==> src/hw/rtl/reassembly_slot_table_defines.svh <==
// Assertion helpers for the reassembly slot table.
`ifndef REASSEMBLY_SLOT_TABLE_DEFINES_SVH
`define REASSEMBLY_SLOT_TABLE_DEFINES_SVH

// Same-cycle implication, disabled while in reset.
`define RSLTAB_ASSERT_IMPL(label, clk, rst_n, ante, cons) \
	label: assert property (@(posedge clk) disable iff (!(rst_n)) (ante) |-> (cons)) \
		else $error("rsltab assertion failed");

// Next-cycle implication, disabled while in reset.
`define RSLTAB_ASSERT_NEXT(label, clk, rst_n, ante, cons) \
	label: assert property (@(posedge clk) disable iff (!(rst_n)) (ante) |=> (cons)) \
		else $error("rsltab assertion failed");

`endif

==> src/hw/rtl/rsltab_pkg.sv <==
package rsltab_pkg;

	localparam int SLOTS_DEF = 16;

	localparam int SEQ_W    = 16;
	localparam int SIZE_W   = 16;
	localparam int FRAGS_W  = 8;
	localparam int TIME_W   = 32;
	localparam int SIU_W    = 5;
	localparam int STATUS_W = 2;
	localparam int SLOT_W   = 4;

	localparam int APB_DW = 32;
	localparam int APB_AW = 3;

	localparam logic [TIME_W-1:0] RX_TIMEOUT_RST   = 32'd1000;
	localparam logic [SIU_W-1:0]  SLOTS_IN_USE_RST = 5'd16;

	localparam logic REG_RX_TIMEOUT   = 1'b0;
	localparam logic REG_SLOTS_IN_USE = 1'b1;

	localparam logic REQ_GET  = 1'b0;
	localparam logic REQ_TICK = 1'b1;

	localparam logic [STATUS_W-1:0] STATUS_MATCHED = 2'd0;
	localparam logic [STATUS_W-1:0] STATUS_CLAIMED = 2'd1;
	localparam logic [STATUS_W-1:0] STATUS_NONE    = 2'd2;

	typedef struct packed {
		logic [SEQ_W-1:0]   seq_id;
		logic [SIZE_W-1:0]  total_size;
		logic [FRAGS_W-1:0] frag_count;
		logic [TIME_W-1:0]  start_time;
	} slot_entry_t;

	localparam int ENTRY_W = $bits(slot_entry_t);

endpackage

==> src/hw/rtl/rsltab_if.sv <==
interface rsltab_req_if import rsltab_pkg::*; ();
	logic               valid;
	logic               ready;
	logic               req_type;
	logic [SEQ_W-1:0]   seq_id;
	logic [SIZE_W-1:0]  total_size;
	logic [FRAGS_W-1:0] frag_count;

	modport source (output valid, req_type, seq_id, total_size, frag_count, input ready);
	modport sink (input valid, req_type, seq_id, total_size, frag_count, output ready);
endinterface

interface rsltab_rsp_if import rsltab_pkg::*; ();
	logic                valid;
	logic                ready;
	logic [STATUS_W-1:0] status;
	logic [SLOT_W-1:0]   slot_index;

	modport source (output valid, status, slot_index, input ready);
	modport sink (input valid, status, slot_index, output ready);
endinterface

==> src/hw/rtl/rsltab_ram.sv <==
module rsltab_ram #(
	parameter int WIDTH = 8,
	parameter int DEPTH = 16
) (
	input  logic                                  clk,
	input  logic                                  we,
	input  logic [(DEPTH > 1 ? $clog2(DEPTH) : 1)-1:0] waddr,
	input  logic [WIDTH-1:0]                      wdata,
	input  logic                                  re,
	input  logic [(DEPTH > 1 ? $clog2(DEPTH) : 1)-1:0] raddr,
	output logic [WIDTH-1:0]                      rdata
);

	logic [WIDTH-1:0] mem [DEPTH];

	always_ff @(posedge clk) begin
		if (we) begin
			mem[waddr] <= wdata;
		end
		if (re) begin
			rdata <= mem[raddr];
		end
	end

endmodule

==> src/hw/rtl/reassembly_slot_table.sv <==
// Reassembly slot table.
// req channel: one transaction per request. req_type selects a get (key =
//   seq_id, total_size, frag_count) or a one millisecond tick.
// rsp channel: one transaction per get (status, slot_index); ticks give none.
// APB port: register 0 rx_timeout at 0x0, register 1 slots_in_use at 0x4.
// A tick advances the clock. A get walks the n active slots through the
// slot RAM, one read per cycle: expired slots are freed and the lowest live
// match and lowest free slot are noted in the same pass. A claim is written
// back in the commit cycle. The scan length is set by the single RAM read
// port. With zero slots in use a get skips the scan and goes straight to
// the done state to commit its answer.
// The response sits in an output register; requests keep being accepted
// while it waits, but a get cannot commit until the previous response is
// taken, so a stalled receiver holds the table in its commit cycle.
// Reset frees all slots, zeroes the clock and restores the register
// defaults; slot RAM contents are not cleared and need no clearing pass.
`include "reassembly_slot_table_defines.svh"

module reassembly_slot_table import rsltab_pkg::*; #(
	parameter int SLOTS = SLOTS_DEF
) (
	input  logic              clk,
	input  logic              arst_n,
	rsltab_req_if.sink        req,
	rsltab_rsp_if.source      rsp,
	input  logic              psel,
	input  logic              penable,
	input  logic              pwrite,
	input  logic [APB_AW-1:0] paddr,
	input  logic [APB_DW-1:0] pwdata,
	output logic [APB_DW-1:0] prdata,
	output logic              pready
);

	localparam int IDX_W = (SLOTS > 1) ? $clog2(SLOTS) : 1;
	localparam int CNT_W = $clog2(SLOTS + 1);
	localparam int CMP_W = (CNT_W > SIU_W) ? CNT_W : SIU_W;

	localparam logic [1:0] ST_IDLE = 2'd0;
	localparam logic [1:0] ST_SCAN = 2'd1;
	localparam logic [1:0] ST_DONE = 2'd2;

	logic [1:0]          state_q;
	logic [TIME_W-1:0]   timeout_q;
	logic [SIU_W-1:0]    siu_q;
	logic [TIME_W-1:0]   now_q;
	logic                busy_q [SLOTS];
	logic [CNT_W-1:0]    n_q;
	logic [CNT_W-1:0]    ptr_q;
	logic                rd_vld_s1;
	logic [IDX_W-1:0]    rd_idx_s1;
	logic [SEQ_W-1:0]    key_seq_q;
	logic [SIZE_W-1:0]   key_size_q;
	logic [FRAGS_W-1:0]  key_frags_q;
	logic                fnd_match_q;
	logic [IDX_W-1:0]    match_idx_q;
	logic                fnd_free_q;
	logic [IDX_W-1:0]    free_idx_q;
	logic                out_vld_q;
	logic [STATUS_W-1:0] out_status_q;
	logic [SLOT_W-1:0]   out_slot_q;

	logic                cfg_wr;
	logic [CMP_W-1:0]    siu_ext;
	logic [CNT_W-1:0]    n_sel;
	logic                acc;
	logic                issue;
	logic                ram_we;
	slot_entry_t         ram_wdata;
	slot_entry_t         ram_rdata;
	logic                ent_busy;
	logic                ent_expired;
	logic                ent_live;
	logic                ent_hit;
	logic                last_eval;
	logic                commit;
	logic [IDX_W-1:0]    res_idx;
	logic [IDX_W+SLOT_W-1:0] res_idx_ext;

	assign pready = 1'b1;
	assign cfg_wr = psel && penable && pwrite;

	always_comb begin
		prdata = '0;
		unique case (paddr[2])
			REG_RX_TIMEOUT:   prdata = timeout_q;
			REG_SLOTS_IN_USE: prdata = APB_DW'(siu_q);
			default:          prdata = '0;
		endcase
	end

	assign siu_ext = CMP_W'(siu_q);
	assign n_sel   = (siu_ext > CMP_W'(SLOTS)) ? CNT_W'(SLOTS) : CNT_W'(siu_ext);

	assign req.ready = (state_q == ST_IDLE);
	assign acc       = req.valid && req.ready;

	assign issue = (state_q == ST_SCAN) && (ptr_q < n_q);

	assign ent_busy    = busy_q[rd_idx_s1];
	assign ent_expired = ent_busy && ((now_q - ram_rdata.start_time) >= timeout_q);
	assign ent_live    = ent_busy && !ent_expired;
	assign ent_hit     = ent_live && (ram_rdata.seq_id == key_seq_q)
		&& (ram_rdata.total_size == key_size_q) && (ram_rdata.frag_count == key_frags_q);
	assign last_eval   = rd_vld_s1 && (CNT_W'(rd_idx_s1) == (n_q - CNT_W'(1)));

	assign commit = (state_q == ST_DONE) && (!out_vld_q || rsp.ready);
	assign ram_we = commit && !fnd_match_q && fnd_free_q;

	assign ram_wdata.seq_id     = key_seq_q;
	assign ram_wdata.total_size = key_size_q;
	assign ram_wdata.frag_count = key_frags_q;
	assign ram_wdata.start_time = now_q;

	assign res_idx     = fnd_match_q ? match_idx_q : free_idx_q;
	assign res_idx_ext = {{SLOT_W{1'b0}}, res_idx};

	rsltab_ram #(
		.WIDTH(ENTRY_W),
		.DEPTH(SLOTS)
	) u_slot_ram (
		.clk  (clk),
		.we   (ram_we),
		.waddr(free_idx_q),
		.wdata(ram_wdata),
		.re   (issue),
		.raddr(ptr_q[IDX_W-1:0]),
		.rdata(ram_rdata)
	);

	always_ff @(posedge clk or negedge arst_n) begin
		if (!arst_n) begin
			timeout_q <= RX_TIMEOUT_RST;
			siu_q     <= SLOTS_IN_USE_RST;
		end else if (cfg_wr) begin
			unique case (paddr[2])
				REG_RX_TIMEOUT:   timeout_q <= pwdata;
				REG_SLOTS_IN_USE: siu_q <= pwdata[SIU_W-1:0];
				default:          timeout_q <= timeout_q;
			endcase
		end
	end

	always_ff @(posedge clk) begin
		if (acc) begin
			key_seq_q   <= req.seq_id;
			key_size_q  <= req.total_size;
			key_frags_q <= req.frag_count;
		end
		if (issue) begin
			rd_idx_s1 <= ptr_q[IDX_W-1:0];
		end
		if (rd_vld_s1 && ent_hit && !fnd_match_q) begin
			match_idx_q <= rd_idx_s1;
		end
		if (rd_vld_s1 && !ent_live && !fnd_free_q) begin
			free_idx_q <= rd_idx_s1;
		end
		if (commit) begin
			out_status_q <= fnd_match_q ? STATUS_MATCHED
				: (fnd_free_q ? STATUS_CLAIMED : STATUS_NONE);
			out_slot_q   <= (fnd_match_q || fnd_free_q) ? res_idx_ext[SLOT_W-1:0] : '0;
		end
	end

	always_ff @(posedge clk or negedge arst_n) begin
		if (!arst_n) begin
			state_q     <= ST_IDLE;
			now_q       <= '0;
			n_q         <= '0;
			ptr_q       <= '0;
			rd_vld_s1   <= 1'b0;
			fnd_match_q <= 1'b0;
			fnd_free_q  <= 1'b0;
			out_vld_q   <= 1'b0;
			for (int i = 0; i < SLOTS; i++) begin
				busy_q[i] <= 1'b0;
			end
		end else begin
			if (commit) begin
				out_vld_q <= 1'b1;
			end else if (rsp.ready) begin
				out_vld_q <= 1'b0;
			end
			rd_vld_s1 <= issue;
			if (issue) begin
				ptr_q <= ptr_q + CNT_W'(1);
			end
			unique case (state_q)
				ST_IDLE: begin
					if (acc) begin
						if (req.req_type == REQ_TICK) begin
							now_q <= now_q + TIME_W'(1);
						end else begin
							n_q         <= n_sel;
							ptr_q       <= '0;
							fnd_match_q <= 1'b0;
							fnd_free_q  <= 1'b0;
							state_q     <= (n_sel == '0) ? ST_DONE : ST_SCAN;
						end
					end
				end
				ST_SCAN: begin
					if (rd_vld_s1) begin
						if (ent_expired) begin
							busy_q[rd_idx_s1] <= 1'b0;
						end
						if (ent_hit) begin
							fnd_match_q <= 1'b1;
						end
						if (!ent_live) begin
							fnd_free_q <= 1'b1;
						end
					end
					if (last_eval) begin
						state_q <= ST_DONE;
					end
				end
				ST_DONE: begin
					if (commit) begin
						state_q <= ST_IDLE;
						if (ram_we) begin
							busy_q[free_idx_q] <= 1'b1;
						end
					end
				end
				default: state_q <= ST_IDLE;
			endcase
		end
	end

	assign rsp.valid      = out_vld_q;
	assign rsp.status     = out_status_q;
	assign rsp.slot_index = out_slot_q;

	`RSLTAB_ASSERT_IMPL(a_scan_in_range, clk, arst_n, rd_vld_s1, CNT_W'(rd_idx_s1) < n_q)
	`RSLTAB_ASSERT_IMPL(a_free_in_range, clk, arst_n, ram_we, CNT_W'(free_idx_q) < n_q)
	`RSLTAB_ASSERT_NEXT(a_claim_sets_busy, clk, arst_n, ram_we, busy_q[$past(free_idx_q)])
	`RSLTAB_ASSERT_IMPL(a_none_slot_zero, clk, arst_n,
		out_vld_q && (out_status_q == STATUS_NONE), out_slot_q == '0)
	`RSLTAB_ASSERT_IMPL(a_no_read_idle, clk, arst_n, state_q == ST_IDLE, !issue && !rd_vld_s1)

endmodule
==> src/flat_wrapper.sv <==
// flat-port wrapper written by rule: the top's interface ports become plain ports
module reassembly_slot_table_flat import rsltab_pkg::*;
#(
	parameter int SLOTS = SLOTS_DEF
)
  (clk, arst_n, psel, penable, pwrite, paddr, pwdata, prdata, pready, req_valid, req_req_type, req_seq_id, req_total_size, req_frag_count, req_ready, rsp_valid, rsp_status, rsp_slot_index, rsp_ready);
  rsltab_req_if req_i ();
  rsltab_rsp_if rsp_i ();
  input  logic clk;
  input  logic arst_n;
  input  logic psel;
  input  logic penable;
  input  logic pwrite;
  input  logic [APB_AW-1:0] paddr;
  input  logic [APB_DW-1:0] pwdata;
  output logic [APB_DW-1:0] prdata;
  output logic pready;
  input wire logic [$bits(req_i.valid)-1:0] req_valid;
  input wire logic [$bits(req_i.req_type)-1:0] req_req_type;
  input wire logic [$bits(req_i.seq_id)-1:0] req_seq_id;
  input wire logic [$bits(req_i.total_size)-1:0] req_total_size;
  input wire logic [$bits(req_i.frag_count)-1:0] req_frag_count;
  output wire logic [$bits(req_i.ready)-1:0] req_ready;
  output wire logic [$bits(rsp_i.valid)-1:0] rsp_valid;
  output wire logic [$bits(rsp_i.status)-1:0] rsp_status;
  output wire logic [$bits(rsp_i.slot_index)-1:0] rsp_slot_index;
  input wire logic [$bits(rsp_i.ready)-1:0] rsp_ready;
  assign req_i.valid = req_valid;
  assign req_i.req_type = req_req_type;
  assign req_i.seq_id = req_seq_id;
  assign req_i.total_size = req_total_size;
  assign req_i.frag_count = req_frag_count;
  assign req_ready = req_i.ready;
  assign rsp_valid = rsp_i.valid;
  assign rsp_status = rsp_i.status;
  assign rsp_slot_index = rsp_i.slot_index;
  assign rsp_i.ready = rsp_ready;
  reassembly_slot_table #(.SLOTS(SLOTS)) u_core (.clk(clk), .arst_n(arst_n), .req(req_i), .rsp(rsp_i), .psel(psel), .penable(penable), .pwrite(pwrite), .paddr(paddr), .pwdata(pwdata), .prdata(prdata), .pready(pready));
endmodule
==> config.mk <==
export PLATFORM = sky130hd
export DESIGN_NAME = reassembly_slot_table_flat
export DESIGN_NICKNAME = d
export VERILOG_FILES = /design/src/hw/rtl/rsltab_pkg.sv /design/src/hw/rtl/rsltab_if.sv /design/src/hw/rtl/rsltab_ram.sv /design/src/hw/rtl/reassembly_slot_table.sv /design/src/flat_wrapper.sv
export VERILOG_INCLUDE_DIRS = /design/src /design/src/hw/rtl
export SDC_FILE = /design/constraint.sdc
export NUM_CORES = 1
export LEC_CHECK = 0
export ABC_AREA = 1
export BUFFER_PORTS_ARGS = -buffer_cell sky130_fd_sc_hd__buf_2
export CAP_MARGIN = 20
export CORE_ASPECT_RATIO = 1.75
export CORE_MARGIN = 2
export CORE_UTILIZATION = 36
export CTS_CLUSTER_SIZE = 20
export DETAILED_ROUTE_END_ITERATION = 6
export PLACE_DENSITY = 0.53
export SLEW_MARGIN = 20
export SYNTH_ARGS = -nofsm -noshare
export SYNTH_HDL_FRONTEND = slang
export SYNTH_SLANG_ARGS = --single-unit
export TNS_END_PERCENT = 20
==> constraint.sdc <==
create_clock -name clk -period 7.6 [get_ports clk]
set_input_delay 2.28 -clock clk [delete_from_list [all_inputs] [get_ports clk]]
set_output_delay 2.28 -clock clk [all_outputs]
set_load 0.1 [all_outputs]
==> reports/summary.log <==
INFO  outcome        outcome=finished, final reports clean
INFO  setup_path     slowest_delay=0.48ns
INFO  die            die_h=528µm
INFO  sta            rsz0062_at_grt=false
INFO  global_route   largest_net_degree_at_the_start_of_global_routing=194
INFO  logic_synthesis mappedNetlistArea=0.0565mm²
INFO  power          ir_worst_vdd=0.217mV
INFO  clock_tree     cts_buffer_depth=3
INFO  cells_and_area multi_input_comb_area=0.0138mm²
INFO  sta            finalCritPeriodShare=77.7%
INFO  cells_and_area fin_area=0.0639mm²
INFO  placed_design  dp.cells=6425
INFO  global_route   grt_pass1_vias=35378
INFO  sta            worstMarginPinSlew=1.14ns
INFO  global_route   grt_overflow=0
INFO  setup_path     critical_path.endpoint_type=primary output
INFO  power          switching_share=20.7%
INFO  setup_path     cp.arrival=3.62ns
INFO  sta            max-slew-margin-rel=24.2%
INFO  route          final_antenna_net_count=0
INFO  placed_design  globalplace.congestion=0.862
INFO  power          power_frac_clock=44.1%
INFO  route          drc=0
INFO  power          total_leakage_power=22.7nW
INFO  logic_synthesis synth_top_family_by_area=compound AO/OA/AOI/OAI gates
INFO  logic_synthesis part_of_the_yosys_area_used_for_sequential_elements=72.7%
INFO  setup_path     cp_slowest_cell=buf_2
INFO  cells_and_area sequential_cell_area=0.0410mm²
INFO  sta            fin_skew=0.0272ns
INFO  cells_and_area share_of_final_layout_standard_cells_stronger_than_drive_strength_1=9.50%
INFO  global_route   grt_usage=18.8%
INFO  logic_synthesis synth-seq-cells=1383
INFO  placed_design  post_dp_cell_area=0.0595mm²
INFO  setup_path     maximum_fanout_along_the_worst_path=37
INFO  die            floorplan.initialDensity=36.2%
INFO  logic_synthesis post_synth_xor_area_fraction=1.54%
INFO  die            num_io_pins=124
INFO  setup_path     worst_path_dominant_cell_family=buffers and inverters
INFO  clock_tree     insertion_delay=0.77ns
INFO  placed_design  dp_hpwl=76.1mm
INFO  placed_design  port_buffers=120
INFO  setup_path     critPathMostFrequentCell=buf_2
INFO  logic_synthesis post_synth_main_area_contributors=edfxtp_1 68%, o21ai_0 5.7%, nor2_1 4.9%
INFO  clock_tree     clk_slew_on_worst_s_h_paths=0.05ns
INFO  setup_path     timing.critical_path.buf_inv=3
INFO  logic_synthesis post_synth_inst_count=4456
INFO  clock_tree     cts_made_buffers=132
INFO  logic_synthesis ys_warns=0
INFO  clock_tree     cts.repair.resized=0
INFO  die            dieArea=0.160mm²
INFO  logic_synthesis yosysTopAreaCellShare=68.2%
INFO  sta            setup_violating_endpoint_count_in_the_final_report=0
INFO  clock_tree     cts_tree=yes
INFO  global_route   wire_length_of_the_first_global_routing_pass=224mm
INFO  logic_synthesis synth.distinct_cells=49
INFO  clock_tree     clock_sink_count=1383
INFO  clock_tree     ctsHoldBuffers=0
INFO  global_route   antenna_found_initial=2
INFO  logic_synthesis number_of_flops_mapped_to_enable_cells_by_yosys=1282
INFO  logic_synthesis synthFlopType=edfxtp_1
INFO  logic_synthesis postSynthNetCount=4610
INFO  sta            fin_tns_setup=0ns
INFO  power          power.density_cell_area=241mW/mm²
INFO  power          cellInternalPower=12.2mW
INFO  setup_path     required=5.32ns
INFO  setup_path     start_kind=input pin
INFO  logic_synthesis post_synth_fa_ha_maj_area_fraction=1.59%
INFO  die            rows=192
INFO  logic_synthesis synth_simple_gate_area_share=9.87%
INFO  power          power.sequential.fraction=53.6%
INFO  min_path       hold_path.class=reg -> reg
INFO  cells_and_area fill_cells=14481
INFO  sta            hold_viol_final=0
INFO  logic_synthesis synth_top_cell_by_area=edfxtp_1
INFO  sta            max_transition_viols_final=0
INFO  setup_path     worstSetupPathType=in -> out
INFO  die            core-area=0.156mm²
INFO  logic_synthesis synthTopCellsByCount=1282 x edfxtp_1, 730 x nor2_1, 638 x o21ai_0
INFO  power          design_power_total=15.4mW
INFO  logic_synthesis synthMuxAreaShare=0%
INFO  cells_and_area finish.cell_count_without_fillers=6668
INFO  power          combinationalPowerShare=2.3%
INFO  route          vias_per_cell=5.33
INFO  route          num_vias=35526
INFO  sta            max_clock_freq=0.169GHz
INFO  logic_synthesis post-synth-top-count-cell=edfxtp_1
INFO  clock_tree     cts_setup_buffers=0
INFO  route          drtIter0Drc=2686
INFO  route          wl=152mm
INFO  sta            period_minus_slack=5.90ns
INFO  logic_synthesis synth-compound-area-share=11.3%
INFO  route          drt-wirelength-per-cell=22.8µm
INFO  logic_synthesis synthArstFlopShare=7.30%
INFO  die            die_w=303µm
INFO  logic_synthesis syn_area_per_cell=12.7µm²
INFO  clock_tree     clock-root-buffer=clkbuf_16
INFO  clock_tree     htree_num_levels=4
INFO  setup_path     cp_cell_sequence=buf_2, inv_1, o21ai_0, buf_2
INFO  route          drt_pre_antenna_iters=5
INFO  run            maxCapViolCount=0
INFO  power          power.switching=3.19mW
INFO  cells_and_area finalNetCount=4676
INFO  cells_and_area end_of_flow_core_utilization=40.9%
INFO  cells_and_area layout-area-overhead-vs-synth=13.2%
## area by class of cell
type	instances	share of cell area, %
Sequential cell	1383	64.2
Timing Repair Buffer	179	2.01
Inverter	197	1.20
Tap cell	2037	3.99
Clock buffer	159	5.49
Clock inverter	83	1.44
Antenna cell	1	0.00391
Multi-Input combinational cell	2629	21.7
## per-stage QoR
stage | setup WS (ns) | hold WS (ns)
2_1_floorplan | 0.603 | 0.453
6_report | 1.70 | 0.483
4_1_cts | 1.69 | 0.490
5_1_grt | 1.58 | 0.508
3_3_place_gp | 1.71 | 0.471
3_5_place_dp | 1.69 | 0.476
## worst paths after layout
kind,start,to,slack (ns),depth (start not counted)
worst max-delay path,paddr[2],prdata[0],1.70,4
worst min-delay path,u_core.timeout_q[2],u_core.timeout_q[2],0.48,2
worst max register to register,u_core.now_q[7],u_core.match_idx_q[3],2.25,19
worst min register to register,u_core.timeout_q[2],u_core.timeout_q[2],0.48,2
max in group asynchronous,arst_n,u_core.now_q[25],4.86,2
min in group asynchronous,arst_n,u_core.busy_q[9],1.59,1
## metal layers
layer	share of wire (%)	up-vias	wire, µm	global-route usage, %
li1	-	16460	-	-
met1	40	17933	60400	21.8
met2	53	871	81000	35.0
met3	3.8	260	5760	2.24
met4	3.2	2	4930	7.07
met5	0.0072	-	11	0
## tightest hold or removal path, cell delays in order, from the launching register on
cell	delay, ns
dfrtp_1	0.34
nand2_1	0.05
o21ai_0	0.06
## logic make-up after synthesis
logic type	count (synthesis)
flip-flops	1383
AND/OR/NAND/NOR	1354
AO/OA/AOI/OAI	1104
buffers and inverters	444
XOR/XNOR	99
adder cells (fa/ha/maj)	71
other	1
## power groups by stage
| stage | sequential (mW) | clock (mW) | combinational (mW) |
|---|---|---|---|
| 2_1_floorplan | 8.41 | 0 | 0.281 |
| 3_3_place_gp | 8.41 | 0 | 0.361 |
| 3_5_place_dp | 8.41 | 0 | 0.365 |
| 4_1_cts | 8.25 | 6.94 | 0.365 |
| 5_1_grt | 8.25 | 7.20 | 0.393 |
| 6_report | 8.25 | 6.79 | 0.358 |
## registers in the layout, indices dropped and copies added, names as in the netlist, 2 cells and up
register / cells
u_core.key_seq_q: 16
u_core.n_q: 5
u_core.rd_idx_s1: 4
u_core.u_slot_ram.mem: 1152
u_core.match_idx_q: 4
u_core.busy_q: 16
u_core.ptr_q: 5
u_core.key_frags_q: 8
u_core.rsp.slot_index: 4
u_core.key_size_q: 16
u_core.timeout_q: 32
u_core.free_idx_q: 4
u_core.siu_ext: 5
u_core.state_q: 2
u_core.now_q: 32
u_core.u_slot_ram.rdata: 72
u_core.rsp.status: 2
## cells in the final DEF (no fill, tap or decap), types with 4 or more instances in the layout
cell / instances
nand2_4: 4
nor4_1: 7
dfrtp_1: 91
bufinv_16: 17
nor2_4: 22
inv_1: 190
inv_6: 7
o21ai_1: 7
o221ai_1: 120
buf_4: 41
buf_12: 19
ha_1: 70
o21bai_1: 7
xnor2_1: 56
clkbuf_1: 21
nand2_1: 387
nor2_1: 714
o21ai_0: 638
clkinv_8: 4
a22oi_1: 15
nor3_1: 17
clkinv_2: 22
o211ai_1: 27
nand3_1: 165
clkinvlp_4: 9
nand4_1: 19
a21oi_1: 93
xor2_1: 43
clkinv_1: 22
edfxtp_1: 1282
buf_2: 119
clkbuf_16: 136
o22ai_1: 182
dfstp_2: 7
No activity file was read; power rests on OpenSTA's default activity.
